### config.mk
export PLATFORM = sky130hd
export DESIGN_NAME = char_lcd_nibble_sequencer_top_flat
export DESIGN_NICKNAME = d
export VERILOG_FILES = /design/src/design/lcdns_pkg.sv /design/src/design/lcdns_in_if.sv /design/src/design/lcdns_out_if.sv /design/src/design/lcdns_front.sv /design/src/design/lcdns_queue.sv /design/src/design/lcdns_back.sv /design/src/design/char_lcd_nibble_sequencer_top.sv /design/src/flat_wrapper.sv
export SDC_FILE = /design/constraint.sdc
export NUM_CORES = 1
export LEC_CHECK = 0
export ABC_CLOCK_PERIOD_IN_PS = 5250
export BUFFER_PORTS_ARGS = -buffer_cell sky130_fd_sc_hd__buf_2
export CAP_MARGIN = 20
export CORE_ASPECT_RATIO = 2
export CORE_MARGIN = 3
export CORE_UTILIZATION = 55
export DETAILED_ROUTE_END_ITERATION = 12
export HOLD_SLACK_MARGIN = 0.12
export PLACE_DENSITY = 0.81
export SKIP_LAST_GASP = 1
export SLEW_MARGIN = 0
export SYNTH_ARGS = -nofsm -noshare
export SYNTH_HDL_FRONTEND = slang
export SYNTH_SLANG_ARGS = --single-unit
### constraint.sdc
create_clock -name clk -period 5.25 [get_ports clk]
set_input_delay 0 -clock clk [delete_from_list [all_inputs] [get_ports clk]]
set_output_delay 0 -clock clk [all_outputs]
set_load 0.005 [all_outputs]
### src/design/lcdns_pkg.sv
// Package for the character-LCD nibble sequencer.
// Holds request codes, LCD command bytes, the queue job and result types,
// and the fixed power-up strobe table. No dependencies.
`default_nettype none
package lcdns_pkg;

  // Request codes on the input channel
  localparam logic [3:0] CMD_INIT      = 4'd0;
  localparam logic [3:0] CMD_CMD_BYTE  = 4'd1;
  localparam logic [3:0] CMD_DATA_BYTE = 4'd2;
  localparam logic [3:0] CMD_CLEAR     = 4'd3;
  localparam logic [3:0] CMD_HOME      = 4'd4;
  localparam logic [3:0] CMD_CURSOR    = 4'd5;
  localparam logic [3:0] CMD_DISP_ON   = 4'd6;
  localparam logic [3:0] CMD_DISP_OFF  = 4'd7;
  localparam logic [3:0] CMD_GLYPH     = 4'd8;

  // LCD command bytes
  localparam logic [7:0] BYTE_CLEAR_DISPLAY = 8'h01;
  localparam logic [7:0] BYTE_RETURN_HOME   = 8'h02;
  localparam logic [7:0] LCD_DISPLAY_CTRL   = 8'h08;
  localparam logic [7:0] LCD_CGRAM_ADDR     = 8'h40;
  localparam logic [7:0] LCD_DDRAM_ADDR     = 8'h80;
  localparam logic [6:0] LCD_ROW1_OFFSET    = 7'h40;

  // Display control bits: display, cursor, blink
  localparam logic [2:0] CTRL_DISPLAY_ON = 3'h4;
  localparam logic [2:0] CTRL_KEEP_MASK  = 3'h3;

  // Waits in microseconds
  localparam logic [15:0] WAIT_BASE      = 16'd50;
  localparam logic [15:0] WAIT_LONG      = 16'd2050;
  localparam logic [15:0] WAIT_POWER_UP  = 16'd50000;
  localparam logic [15:0] WAIT_FIRST_NIB = 16'd5050;
  localparam logic [15:0] WAIT_NIB       = 16'd200;
  localparam logic [15:0] WAIT_BYTE_EXT  = 16'd100;

  // Configuration port
  localparam int         CFG_ADDR_W      = 3;
  localparam int         CFG_DATA_W      = 32;
  localparam logic       REG_IDX_COLUMNS = 1'b0;
  localparam logic       REG_IDX_ROWS    = 1'b1;
  localparam logic [5:0] COLUMNS_RESET   = 6'd16;
  localparam logic [1:0] ROWS_RESET      = 2'd2;

  localparam int QUEUE_DEPTH_DEF = 2;

  // Step index of the final result of a glyph job
  localparam logic [4:0] GLYPH_LAST_STEP = 5'd19;

  typedef enum logic [1:0] {
    JOB_BYTE,
    JOB_INIT,
    JOB_GLYPH
  } job_kind_t;

  typedef struct packed {
    job_kind_t   kind;
    logic        rs;
    logic [7:0]  byte_val;
    logic        long_wait;
    logic [63:0] glyph;
  } job_t;

  typedef struct packed {
    logic        strobe_res;
    logic        rs;
    logic [3:0]  nibble;
    logic [15:0] wait_us;
    logic        last;
  } result_t;

  // Power-up sequence: delay, nibbles 3,3,3,2, then 0x28,0x08,0x01,0x06,0x0C
  function automatic result_t init_step(input logic [4:0] idx);
    result_t r;
    r = '0;
    case (idx)
      5'd0:  r = '{1'b0, 1'b0, 4'h0, WAIT_POWER_UP, 1'b0};
      5'd1:  r = '{1'b1, 1'b0, 4'h3, WAIT_FIRST_NIB, 1'b0};
      5'd2:  r = '{1'b1, 1'b0, 4'h3, WAIT_NIB, 1'b0};
      5'd3:  r = '{1'b1, 1'b0, 4'h3, WAIT_NIB, 1'b0};
      5'd4:  r = '{1'b1, 1'b0, 4'h2, WAIT_NIB, 1'b0};
      5'd5:  r = '{1'b1, 1'b0, 4'h2, WAIT_BASE, 1'b0};
      5'd6:  r = '{1'b1, 1'b0, 4'h8, WAIT_BYTE_EXT, 1'b0};
      5'd7:  r = '{1'b1, 1'b0, 4'h0, WAIT_BASE, 1'b0};
      5'd8:  r = '{1'b1, 1'b0, 4'h8, WAIT_BYTE_EXT, 1'b0};
      5'd9:  r = '{1'b1, 1'b0, 4'h0, WAIT_BASE, 1'b0};
      5'd10: r = '{1'b1, 1'b0, 4'h1, WAIT_LONG, 1'b0};
      5'd11: r = '{1'b1, 1'b0, 4'h0, WAIT_BASE, 1'b0};
      5'd12: r = '{1'b1, 1'b0, 4'h6, WAIT_BYTE_EXT, 1'b0};
      5'd13: r = '{1'b1, 1'b0, 4'h0, WAIT_BASE, 1'b0};
      5'd14: r = '{1'b1, 1'b0, 4'hC, WAIT_BYTE_EXT, 1'b1};
      default: r = '0;
    endcase
    return r;
  endfunction

endpackage
`default_nettype wire

### src/design/lcdns_in_if.sv
// Request channel interface: valid/ready handshake plus request fields.
// No dependencies.
`default_nettype none
interface lcdns_in_if;
  logic        valid;
  logic        ready;
  logic [3:0]  cmd;
  logic [7:0]  byte_value;
  logic [7:0]  row;
  logic [7:0]  col;
  logic [7:0]  location;
  logic [63:0] glyph;

  modport source (output valid, cmd, byte_value, row, col, location, glyph, input ready);
  modport sink   (input valid, cmd, byte_value, row, col, location, glyph, output ready);
endinterface
`default_nettype wire

### src/design/lcdns_out_if.sv
// Strobe result channel interface: valid/ready handshake plus strobe fields.
// No dependencies.
`default_nettype none
interface lcdns_out_if;
  logic        valid;
  logic        ready;
  logic        strobe_res;
  logic        rs;
  logic [3:0]  nibble;
  logic [15:0] wait_us;
  logic        last;

  modport source (output valid, strobe_res, rs, nibble, wait_us, last, input ready);
  modport sink   (input valid, strobe_res, rs, nibble, wait_us, last, output ready);
endinterface
`default_nettype wire

### src/design/lcdns_front.sv
// Front end: accepts requests, clamps cursor position, tracks display control
// bits, turns known requests into queue jobs. Uses lcdns_pkg, lcdns_in_if.
`default_nettype none
module lcdns_front (
  input  wire logic               clk,
  input  wire logic               rst_n,
  lcdns_in_if.sink                in_if,
  input  wire logic [5:0]         columns,
  input  wire logic [1:0]         rows,
  output lcdns_pkg::job_t         push_job,
  output logic                    push_valid,
  input  wire logic               push_ready
);

  logic [2:0] ctrl_r;
  logic [2:0] ctrl_nxt;
  logic       accept;
  logic       known;
  logic [5:0] max_col;
  logic [5:0] col_clamped;
  logic       row_sel;
  logic [6:0] ddram_addr;

  assign in_if.ready = push_ready;
  assign accept      = in_if.valid && push_ready;
  assign push_valid  = in_if.valid && known;

  // Zero-sized settings act as one; only two row offsets exist
  assign max_col     = (columns == 6'd0) ? 6'd0 : columns - 6'd1;
  assign col_clamped = ({2'b00, max_col} < in_if.col) ? max_col : in_if.col[5:0];
  assign row_sel     = (in_if.row != 8'd0) && rows[1];
  assign ddram_addr  = {1'b0, col_clamped} + (row_sel ? lcdns_pkg::LCD_ROW1_OFFSET : 7'd0);

  always_comb begin
    push_job           = '0;
    push_job.kind      = lcdns_pkg::JOB_BYTE;
    push_job.glyph     = in_if.glyph;
    known              = 1'b1;
    ctrl_nxt           = ctrl_r;
    case (in_if.cmd)
      lcdns_pkg::CMD_INIT: begin
        push_job.kind = lcdns_pkg::JOB_INIT;
        ctrl_nxt      = lcdns_pkg::CTRL_DISPLAY_ON;
      end
      lcdns_pkg::CMD_CMD_BYTE: begin
        push_job.byte_val = in_if.byte_value;
      end
      lcdns_pkg::CMD_DATA_BYTE: begin
        push_job.rs       = 1'b1;
        push_job.byte_val = in_if.byte_value;
      end
      lcdns_pkg::CMD_CLEAR: begin
        push_job.byte_val  = lcdns_pkg::BYTE_CLEAR_DISPLAY;
        push_job.long_wait = 1'b1;
      end
      lcdns_pkg::CMD_HOME: begin
        push_job.byte_val  = lcdns_pkg::BYTE_RETURN_HOME;
        push_job.long_wait = 1'b1;
      end
      lcdns_pkg::CMD_CURSOR: begin
        push_job.byte_val = lcdns_pkg::LCD_DDRAM_ADDR | {1'b0, ddram_addr};
      end
      lcdns_pkg::CMD_DISP_ON: begin
        ctrl_nxt          = ctrl_r | lcdns_pkg::CTRL_DISPLAY_ON;
        push_job.byte_val = lcdns_pkg::LCD_DISPLAY_CTRL | {5'b0, ctrl_nxt};
      end
      lcdns_pkg::CMD_DISP_OFF: begin
        ctrl_nxt          = ctrl_r & lcdns_pkg::CTRL_KEEP_MASK;
        push_job.byte_val = lcdns_pkg::LCD_DISPLAY_CTRL | {5'b0, ctrl_nxt};
      end
      lcdns_pkg::CMD_GLYPH: begin
        push_job.kind     = lcdns_pkg::JOB_GLYPH;
        push_job.byte_val = lcdns_pkg::LCD_CGRAM_ADDR | {2'b00, in_if.location[2:0], 3'b000};
      end
      default: begin
        // drop unknown requests
        known = 1'b0;
      end
    endcase
  end

  always_ff @(posedge clk) begin
    if (!rst_n) begin
      ctrl_r <= 3'd0;
    end else if (accept) begin
      ctrl_r <= ctrl_nxt;
    end
  end

endmodule
`default_nettype wire

### src/design/lcdns_queue.sv
// Job queue between front end and strobe sequencer.
// Small circular buffer of lcdns_pkg::job_t entries.
`default_nettype none
module lcdns_queue #(
  parameter int DEPTH = lcdns_pkg::QUEUE_DEPTH_DEF
) (
  input  wire logic              clk,
  input  wire logic              rst_n,
  input  wire lcdns_pkg::job_t   push_job,
  input  wire logic              push_valid,
  output logic                   push_ready,
  output lcdns_pkg::job_t        pop_job,
  output logic                   pop_valid,
  input  wire logic              pop_ready
);

  localparam int PTR_W = (DEPTH > 1) ? $clog2(DEPTH) : 1;
  localparam int CNT_W = $clog2(DEPTH + 1);

  lcdns_pkg::job_t  mem_r [DEPTH];
  logic [PTR_W-1:0] wr_ptr_r;
  logic [PTR_W-1:0] rd_ptr_r;
  logic [CNT_W-1:0] count_r;
  logic             do_push;
  logic             do_pop;

  assign push_ready = (count_r != CNT_W'(DEPTH));
  assign pop_valid  = (count_r != '0);
  assign pop_job    = mem_r[rd_ptr_r];
  assign do_push    = push_valid && push_ready;
  assign do_pop     = pop_valid && pop_ready;

  always_ff @(posedge clk) begin
    if (do_push) begin
      mem_r[wr_ptr_r] <= push_job;
    end
  end

  always_ff @(posedge clk) begin
    if (!rst_n) begin
      wr_ptr_r <= '0;
      rd_ptr_r <= '0;
      count_r  <= '0;
    end else begin
      if (do_push) begin
        wr_ptr_r <= (wr_ptr_r == PTR_W'(DEPTH - 1)) ? '0 : wr_ptr_r + PTR_W'(1);
      end
      if (do_pop) begin
        rd_ptr_r <= (rd_ptr_r == PTR_W'(DEPTH - 1)) ? '0 : rd_ptr_r + PTR_W'(1);
      end
      if (do_push && !do_pop) begin
        count_r <= count_r + CNT_W'(1);
      end else if (do_pop && !do_push) begin
        count_r <= count_r - CNT_W'(1);
      end
    end
  end

endmodule
`default_nettype wire

### src/design/lcdns_back.sv
// Strobe sequencer: walks the head job step by step, emitting one strobe per
// cycle into the output register unless stalled. Uses lcdns_pkg, lcdns_out_if.
`default_nettype none
module lcdns_back (
  input  wire logic              clk,
  input  wire logic              rst_n,
  input  wire lcdns_pkg::job_t   job,
  input  wire logic              job_valid,
  output logic                   job_pop,
  lcdns_out_if.source            out_if
);

  logic [4:0]          step_r;
  logic                out_valid_r;
  lcdns_pkg::result_t  out_r;
  lcdns_pkg::result_t  cur;
  logic                fire;
  logic [3:0]          byte_idx;
  logic [2:0]          glyph_row;
  logic [7:0]          cur_byte;

  assign byte_idx  = step_r[4:1];
  assign glyph_row = 3'(byte_idx - 4'd1);

  always_comb begin
    cur      = '0;
    cur_byte = job.byte_val;
    case (job.kind)
      lcdns_pkg::JOB_INIT: begin
        cur = lcdns_pkg::init_step(step_r);
      end
      lcdns_pkg::JOB_GLYPH: begin
        // address byte, eight row bytes, then back to display RAM
        if (byte_idx == 4'd0) begin
          cur_byte = job.byte_val;
          cur.rs   = 1'b0;
        end else if (byte_idx == 4'd9) begin
          cur_byte = lcdns_pkg::LCD_DDRAM_ADDR;
          cur.rs   = 1'b0;
        end else begin
          cur_byte = job.glyph[{glyph_row, 3'b000} +: 8];
          cur.rs   = 1'b1;
        end
        cur.strobe_res = 1'b1;
        cur.nibble     = step_r[0] ? cur_byte[3:0] : cur_byte[7:4];
        cur.wait_us    = lcdns_pkg::WAIT_BASE;
        cur.last       = (step_r == lcdns_pkg::GLYPH_LAST_STEP);
      end
      default: begin
        cur.strobe_res = 1'b1;
        cur.rs         = job.rs;
        cur.nibble     = step_r[0] ? cur_byte[3:0] : cur_byte[7:4];
        cur.wait_us    = (step_r[0] && job.long_wait) ? lcdns_pkg::WAIT_LONG
                                                      : lcdns_pkg::WAIT_BASE;
        cur.last       = step_r[0];
      end
    endcase
  end

  assign fire    = job_valid && (!out_valid_r || out_if.ready);
  assign job_pop = fire && cur.last;

  always_ff @(posedge clk) begin
    if (!rst_n) begin
      step_r      <= '0;
      out_valid_r <= 1'b0;
    end else begin
      if (fire) begin
        out_valid_r <= 1'b1;
        step_r      <= cur.last ? 5'd0 : step_r + 5'd1;
      end else if (out_if.ready) begin
        out_valid_r <= 1'b0;
      end
    end
  end

  always_ff @(posedge clk) begin
    if (fire) begin
      out_r <= cur;
    end
  end

  assign out_if.valid      = out_valid_r;
  assign out_if.strobe_res = out_r.strobe_res;
  assign out_if.rs         = out_r.rs;
  assign out_if.nibble     = out_r.nibble;
  assign out_if.wait_us    = out_r.wait_us;
  assign out_if.last       = out_r.last;

endmodule
`default_nettype wire

### src/design/char_lcd_nibble_sequencer_top.sv
// Top level of the character-LCD 4-bit nibble sequencer.
// Depends on lcdns_pkg, lcdns_in_if, lcdns_out_if, lcdns_front, lcdns_queue, lcdns_back.
//
// Each request expands into 4-bit bus strobes (register select, nibble on
// D7..D4, wait in microseconds after it), the last of a request flagged by
// last. A byte, clear, home, cursor or display on/off request yields 2
// strobes, init yields 15 and define glyph 20; an unknown request code
// yields none. The strobe sequencer in the back end delivers them on the
// result channel, one per cycle through an output register while the channel
// is ready. Requests are classified on acceptance and held in a
// QUEUE_DEPTH-entry job queue, so until it is full the request channel keeps
// accepting while strobes of earlier requests are still going out. Column
// and row counts are written over the APB port at byte addresses 0 and 4.
`default_nettype none
module char_lcd_nibble_sequencer_top #(
  parameter int QUEUE_DEPTH = lcdns_pkg::QUEUE_DEPTH_DEF
) (
  input  wire logic                                clk,
  input  wire logic                                rst_n,
  lcdns_in_if.sink                                 in_if,
  lcdns_out_if.source                              out_if,
  input  wire logic                                cfg_psel,
  input  wire logic                                cfg_penable,
  input  wire logic                                cfg_pwrite,
  input  wire logic [lcdns_pkg::CFG_ADDR_W-1:0]    cfg_paddr,
  input  wire logic [lcdns_pkg::CFG_DATA_W-1:0]    cfg_pwdata,
  output logic      [lcdns_pkg::CFG_DATA_W-1:0]    cfg_prdata,
  output logic                                     cfg_pready
);

  logic [5:0]       columns_r;
  logic [1:0]       rows_r;
  logic             cfg_write;
  lcdns_pkg::job_t  push_job;
  logic             push_valid;
  logic             push_ready;
  lcdns_pkg::job_t  pop_job;
  logic             pop_valid;
  logic             pop_ready;

  assign cfg_pready = 1'b1;
  assign cfg_write  = cfg_psel && cfg_penable && cfg_pwrite;

  always_ff @(posedge clk) begin
    if (!rst_n) begin
      columns_r <= lcdns_pkg::COLUMNS_RESET;
      rows_r    <= lcdns_pkg::ROWS_RESET;
    end else if (cfg_write) begin
      case (cfg_paddr[2])
        lcdns_pkg::REG_IDX_COLUMNS: columns_r <= cfg_pwdata[5:0];
        lcdns_pkg::REG_IDX_ROWS:    rows_r    <= cfg_pwdata[1:0];
        default: ;
      endcase
    end
  end

  always_comb begin
    case (cfg_paddr[2])
      lcdns_pkg::REG_IDX_COLUMNS: cfg_prdata = {26'd0, columns_r};
      lcdns_pkg::REG_IDX_ROWS:    cfg_prdata = {30'd0, rows_r};
      default:                    cfg_prdata = '0;
    endcase
  end

  lcdns_front u_front (
    .clk        (clk),
    .rst_n      (rst_n),
    .in_if      (in_if),
    .columns    (columns_r),
    .rows       (rows_r),
    .push_job   (push_job),
    .push_valid (push_valid),
    .push_ready (push_ready)
  );

  lcdns_queue #(
    .DEPTH (QUEUE_DEPTH)
  ) u_queue (
    .clk        (clk),
    .rst_n      (rst_n),
    .push_job   (push_job),
    .push_valid (push_valid),
    .push_ready (push_ready),
    .pop_job    (pop_job),
    .pop_valid  (pop_valid),
    .pop_ready  (pop_ready)
  );

  lcdns_back u_back (
    .clk       (clk),
    .rst_n     (rst_n),
    .job       (pop_job),
    .job_valid (pop_valid),
    .job_pop   (pop_ready),
    .out_if    (out_if)
  );

endmodule
`default_nettype wire

### src/flat_wrapper.sv
// flat-port wrapper written by rule: the top's interface ports become plain ports
module char_lcd_nibble_sequencer_top_flat 
#(
  parameter int QUEUE_DEPTH = lcdns_pkg::QUEUE_DEPTH_DEF
)
  (clk, rst_n, cfg_psel, cfg_penable, cfg_pwrite, cfg_paddr, cfg_pwdata, cfg_prdata, cfg_pready, in_if_valid, in_if_cmd, in_if_byte_value, in_if_row, in_if_col, in_if_location, in_if_glyph, in_if_ready, out_if_valid, out_if_strobe_res, out_if_rs, out_if_nibble, out_if_wait_us, out_if_last, out_if_ready);
  lcdns_in_if in_if_i ();
  lcdns_out_if out_if_i ();
  input  wire logic clk;
  input  wire logic rst_n;
  input  wire logic cfg_psel;
  input  wire logic cfg_penable;
  input  wire logic cfg_pwrite;
  input  wire logic [lcdns_pkg::CFG_ADDR_W-1:0] cfg_paddr;
  input  wire logic [lcdns_pkg::CFG_DATA_W-1:0] cfg_pwdata;
  output logic      [lcdns_pkg::CFG_DATA_W-1:0] cfg_prdata;
  output logic cfg_pready;
  input wire logic [$bits(in_if_i.valid)-1:0] in_if_valid;
  input wire logic [$bits(in_if_i.cmd)-1:0] in_if_cmd;
  input wire logic [$bits(in_if_i.byte_value)-1:0] in_if_byte_value;
  input wire logic [$bits(in_if_i.row)-1:0] in_if_row;
  input wire logic [$bits(in_if_i.col)-1:0] in_if_col;
  input wire logic [$bits(in_if_i.location)-1:0] in_if_location;
  input wire logic [$bits(in_if_i.glyph)-1:0] in_if_glyph;
  output wire logic [$bits(in_if_i.ready)-1:0] in_if_ready;
  output wire logic [$bits(out_if_i.valid)-1:0] out_if_valid;
  output wire logic [$bits(out_if_i.strobe_res)-1:0] out_if_strobe_res;
  output wire logic [$bits(out_if_i.rs)-1:0] out_if_rs;
  output wire logic [$bits(out_if_i.nibble)-1:0] out_if_nibble;
  output wire logic [$bits(out_if_i.wait_us)-1:0] out_if_wait_us;
  output wire logic [$bits(out_if_i.last)-1:0] out_if_last;
  input wire logic [$bits(out_if_i.ready)-1:0] out_if_ready;
  assign in_if_i.valid = in_if_valid;
  assign in_if_i.cmd = in_if_cmd;
  assign in_if_i.byte_value = in_if_byte_value;
  assign in_if_i.row = in_if_row;
  assign in_if_i.col = in_if_col;
  assign in_if_i.location = in_if_location;
  assign in_if_i.glyph = in_if_glyph;
  assign in_if_ready = in_if_i.ready;
  assign out_if_valid = out_if_i.valid;
  assign out_if_strobe_res = out_if_i.strobe_res;
  assign out_if_rs = out_if_i.rs;
  assign out_if_nibble = out_if_i.nibble;
  assign out_if_wait_us = out_if_i.wait_us;
  assign out_if_last = out_if_i.last;
  assign out_if_i.ready = out_if_ready;
  char_lcd_nibble_sequencer_top #(.QUEUE_DEPTH(QUEUE_DEPTH)) u_core (.clk(clk), .rst_n(rst_n), .in_if(in_if_i), .out_if(out_if_i), .cfg_psel(cfg_psel), .cfg_penable(cfg_penable), .cfg_pwrite(cfg_pwrite), .cfg_paddr(cfg_paddr), .cfg_pwdata(cfg_pwdata), .cfg_prdata(cfg_prdata), .cfg_pready(cfg_pready));
endmodule
## Word level (Yosys, flattened, before mapping)

Memories as Yosys holds them, arrays and structs flattened. A register that Yosys moved wholly into a read port is not among the register bits.
Index checks and enable logic that the tools add are counted.

- Memories kept: 2
- Input port bits: 142
- Bits in read-only memories: 304
- RAM bits: 152
- Flip-flop bits (word level): 43
- Output and inout port bits: 58
- Logic and storage cells: 102

Memory list:

| memory | words | bits a word | rd ports | clocked after Yosys merged registers in | wr ports | line | source |
|---|---|---|---|---|---|---|---|
| (no name shown) | 16 | 19 | 1 | 1 | 0 | lcdns_pkg.sv:77 | `case (idx)` |
| u_core.u_queue.mem_r | 2 | 76 | 1 | 1 | 1 | lcdns_queue.sv:20 | `lcdns_pkg::job_t mem_r [DEPTH];` |

- Muxes and demuxes: 32
- Bitwise logic cells: 3
- Add/subtract/negate cells: 8
- Equality and inequality tests: 13
- Order comparisons: 1
- Shift-type cells: 1
- Reductions and logical operators: 29

Operators by type and width:

| cell | count |
|---|---|
| $pmux 32 s2 | 1 |
| $shiftx 64x7->8 | 1 |
| $pmux 8 s7 | 1 |
| $pmux 23 s2 | 1 |
| $mux 23 | 1 |
| $eq 4x3->1 const B | 4 |
| $mux 4 | 4 |
| $mux 8 | 2 |
| $mux 1 | 13 |
| $logic_and 1x1->1 | 12 |
| $mux 12 | 1 |
| $mux 6 | 2 |
| $reduce_or 9->1 | 1 |
| $eq 4x2->1 const B | 2 |
| $eq 4x4->1 const B | 2 |
| $logic_not 4->1 | 2 |
| $lt 6x8->1 | 1 |
| $reduce_bool 8->1 | 1 |
| $add 6x7->7 | 1 |
| $mux 7 | 1 |
| $logic_not 6->1 | 1 |
| $pmux 2 s3 | 1 |
| $reduce_bool 2->1 | 3 |
| $sub 6x1->6 const B | 1 |
| other kinds (19) | 27 |

## Depth between registers and ports, before layout

- Word-level depth: 11
- Depth in mapped cells: 15
- Mapped depth without buffers: 12

## By module

Synthesis repeated with hierarchy kept, for this count alone.

- Cells, all modules: 746
- Area, all modules: 10211.0 um^2

By module, submodules not included:

| module | area each (um^2) | sequential area each (um^2) | instances | cells an instance |
|---|---|---|---|---|
| lcdns_queue | 5730.5 | 4664.5 | 1 | 260 |
| lcdns_back | 2517.4 | 950.9 | 1 | 232 |
| lcdns_front | 1352.5 | 0.0 | 1 | 184 |
| char_lcd_nibble_sequencer_top | 610.6 | 160.2 | 1 | 70 |

## Worst setup path before layout

No wires, ideal clock.

- Path type: register to register
- Start point: register u_core.u_queue.count_r[0]
- End point: memory u_core.u_queue.mem_r[0][0] (netlist bit) (enable)
- Period minus slack after synthesis: 4.376 ns
- Setup slack: 0.874 ns
- Arrival: 3.864 ns
- Cell stages (with the launch flop): 4
- Setup time: 0.512 ns
- Path buffers: 0
- Data required time: 4.738 ns
- Path through: dfxtp_1 nand2b_1 nand3_1 nor2_1

- Word-level cells in the longest chain between the ends: 4

Ends and longest elaborated chain:

| element | line | source |
|---|---|---|
| from (decl) | lcdns_queue.sv:23 | `logic [CNT_W-1:0] count_r;` |
| from (signal assigned) | lcdns_queue.sv:52 | `count_r <= count_r + CNT_W'(1);` |
| from (signal assigned) | lcdns_queue.sv:54 | `count_r <= count_r - CNT_W'(1);` |
| $ne 2x2->1 | lcdns_queue.sv:27 | `assign push_ready = (count_r != CNT_W'(DEPTH));` |
| net in_if_ready | flat_wrapper.sv:25 | `output wire logic [$bits(in_if_i.ready)-1:0] in_if_ready;` |
| $logic_and 1x1->1 | lcdns_queue.sv:30 | `assign do_push = push_valid && push_ready;` |
| $mux 1 | lcdns_queue.sv:34 | `if (do_push) begin` |
| $mux 1 (implied by the code) | lcdns_queue.sv:35 | `mem_r[wr_ptr_r] <= push_job;` |
| to (decl) | lcdns_queue.sv:20 |  |

The timed path passes the listed nets, and every way through them passes these cells.

==> results.json <==
{
  "ys_top_cells_by_area": "edfxtp_1 (55%), dfxtp_1 (7.7%), mux4_2 (5.2%)",
  "fin_crit_sh": 0.742,
  "tns_ns": 0,
  "final_max_slew_viol_count": 0,
  "routed_wl_um": 19900,
  "diodes": 0,
  "post-dp-hpwl_um": 13200,
  "path_max_fanout": 7,
  "hold_path.class": "input pin to register",
  "wl_per_cell_um": 18.3,
  "max_stage_delay_ns": 0.59,
  "rsz0062_at_grt": "false",
  "cp-start-kind": "register",
  "cts_buffers": 18,
  "cts_resized": 0,
  "grt_pass1_wl_um": 31400,
  "vias": 6105,
  "synth-edff-count": 169,
  "synth_cells": 643,
  "grt_remaining_overflow": 0,
  "period_minus_slack_ns": 3.90,
  "synth_area_sq_um": 9150,
  "synth_top_cell_by_area": "edfxtp_1",
  "dr.pass1.iters": 5,
  "leakagePower_nw": 4.36,
  "cts_tree": "done",
  "final_antenna_net_count": 0,
  "first_global_vias": 6412,
  "final_nets": 1025,
  "grt_max_degree": 77,
  "relSlewSlack": 0.272,
  "std_cell_rows": 66,
  "yosys_warnings": 0,
  "cts_buffer_depth": 3,
  "die_x_um": 97.2,
  "root_buffer": "clkbuf_16",
  "viasPerCell": 5.63,
  "ys_seq_area_frac": 0.631,
  "die_area_sq_um": 18300,
  "synth.avg_cell_area_sq_um": 14.2,
  "timing.critical_path.required_ns": 5.47,
  "cts_setup_buffers": 0,
  "power_mw": 4.68,
  "status": "complete, no violations",
  "drive_gt1_frac": 0.237,
  "cts.clk_slew.worst_paths_ns": 0.07,
  "critPathKind": "register to register",
  "worstPathArrival_ns": 4.12,
  "fin_worst_skew_ns": 0.0175,
  "synth_ff_type": "edfxtp_1",
  "path_cells": "or3_1 > nor3_1 > mux2_2 > ha_1 > nand2_1 > a2111oi_0 > o21ai_0 > o32ai_2 > mux2i_1 > o22ai_1 > dlygate4sd3_1",
  "port_buffers": 136,
  "finalSetupViolations": 0,
  "power_density_nw_per_um2": 408,
  "area_delta_synth_final_pct": 25.4,
  "hold_depth": 3,
  "synth_top_cells_by_count": "edfxtp_1 (169), nand2_1 (54), nor2_1 (43)",
  "slowest_stage": "dlygate4sd3_1",
  "cts.sinks": 204,
  "synth_seq_cells": 204,
  "place.gp.congestion": 0.875,
  "hold_viol_final": 0,
  "maxCapViolations": 0,
  "ir_drop_mv": 0.331,
  "clock_latency_ns": 0.48,
  "antenna_found_initial": 0,
  "cts-htree-levels": 1,
  "async_flop_share": 0,
  "synth.distinct_cells": 67,
  "max_freq_mhz": 257,
  "holdBufCountCts": 98,
  "track_usage": 0.215,
  "drc": 0,
  "synth_most_common_cell": "edfxtp_1",
  "die_y_um": 188,
  "initial_core_util": 0.563,
  "ios": 200,
  "worst_r2r_path_depth": 11,
  "drt-initial-drc-count": 390,
  "tightest_slew_ns": 1.08,
  "coreArea_sq_um": 16300,
  "end_kind": "register",
  "yosys.area.top_type_share": 0.555
}
-- cell usage in the layout (no fill, tap or decap), types with 4 or more instances in the layout --
master         instances
o21ai_0               16
nand2b_1               8
buf_2                136
mux4_1                11
inv_1                 20
clkbuf_16             20
and3_1                 6
dfxtp_1               34
a21oi_1               15
o22ai_1                4
nor4_1                 5
nor2b_1               18
nand2_1               54
nand3_1               11
buf_4                  5
and2_1                 4
xnor2_1                9
ha_1                  14
dlygate4sd3_1         98
mux2i_1               22
xor2_1                 4
nand4_1                4
o211ai_1               4
mux4_2                21
conb_1                30
mux2_2                 7
nor3_1                10
a41oi_1                7
edfxtp_1             169
nor2_1                41
-- final timing paths --
path | startpoint | end | slack [ns]
hold reg to reg | register | u_core.u_back.out_if.strobe_res$_SDFFCE_PP1P_ | 0.51
setup / recovery | u_core.columns_r[0]$_SDFFE_PN0P_ | u_core.u_queue.mem_r[1][67]$_DFFE_PP_ | 1.35
setup reg to reg | u_core.columns_r[0]$_SDFFE_PN0P_ | u_core.u_queue.mem_r[1][67]$_DFFE_PP_ | 1.35
hold / removal | in_if_col[3] | u_core.u_queue.mem_r[1][68]$_DFFE_PP_ | 0.14
-- area by class of cell --
cell class | instances | area (sq um)
clock inverters | 11 | 155
clock buffers | 21 | 504
multi-input cells | 386 | 3010
flip-flops and latches | 204 | 5780
repair buffers | 239 | 1700
inverters | 20 | 75.1
well taps | 204 | 255
fillers | 1069 | 4790
-- registers in the layout, summed over array words and instances, names as in the netlist, named ones only --
signal / cells
u_core.rows_r: 2
u_core.u_back.out_if.nibble: 4
u_core.u_back.step_r: 5
u_core.u_queue.mem_r: 152
u_core.u_back.out_if.valid: 1
u_core.u_queue.count_r: 2
u_core.u_queue.wr_ptr_r: 1
u_core.u_back.out_if.strobe_res: 1
u_core.columns_r: 6
u_core.u_back.out_if.rs: 1
u_core.u_back.out_if.last: 1
u_core.u_queue.rd_ptr_r: 1
u_core.u_back.out_if.wait_us: 10
-- layer usage --
metal | up-vias | routed length, um | GRT usage
li1 | 2841 | - | -
met1 | 2962 | 6540 | 0.218
met2 | 245 | 11500 | 0.426
met3 | 57 | 915 | 0.0241
met4 | 0 | 943 | 0.101
met5 | - | 0 | 0
-- power by group --
part	internal [mW]	switching, mW
sequential	2.02	0.0667
clock	0.847	0.567
combinational	0.518	0.658
-- kinds of logic (layout without fill, tap and decap cells) --
logic type	count (synthesis)	in the layout	synth area share
adder cells (fa/ha/maj)	14	14	0.0191
other	2	30	0.000821
buffers and inverters	81	291	0.0529
multiplexers	61	61	0.116
XOR/XNOR	13	13	0.0124
AND/OR/NAND/NOR	180	180	0.0973
AO/OA/AOI/OAI	88	88	0.0703
flip-flops	204	204	0.631
-- per-stage QoR --
step	std cells	hold slack, ns	instance area, sq um	setup slack [ns]	util
after global placement	955	0.188	9840	2.00	0.605
final	1085	0.139	11500	1.35	0.706
after detailed placement	955	0.193	9840	1.83	0.605
after global routing	1085	0.145	11500	1.01	0.706
after CTS	1085	0.122	11500	1.36	0.706
after floorplan	671	0.0989	9260	0.874	-
-- worst max-delay path: cells and delay by family, from the launching register on --
kind / cells / cell delay, ns
compound gates: 4 / 1.09
buf+inv: 1 / 0.59
fa+ha+maj: 1 / 0.29
simple gates: 3 / 0.68
flops: 1 / 0.35
mux: 2 / 0.64
(Power assumes the default switching activity.)
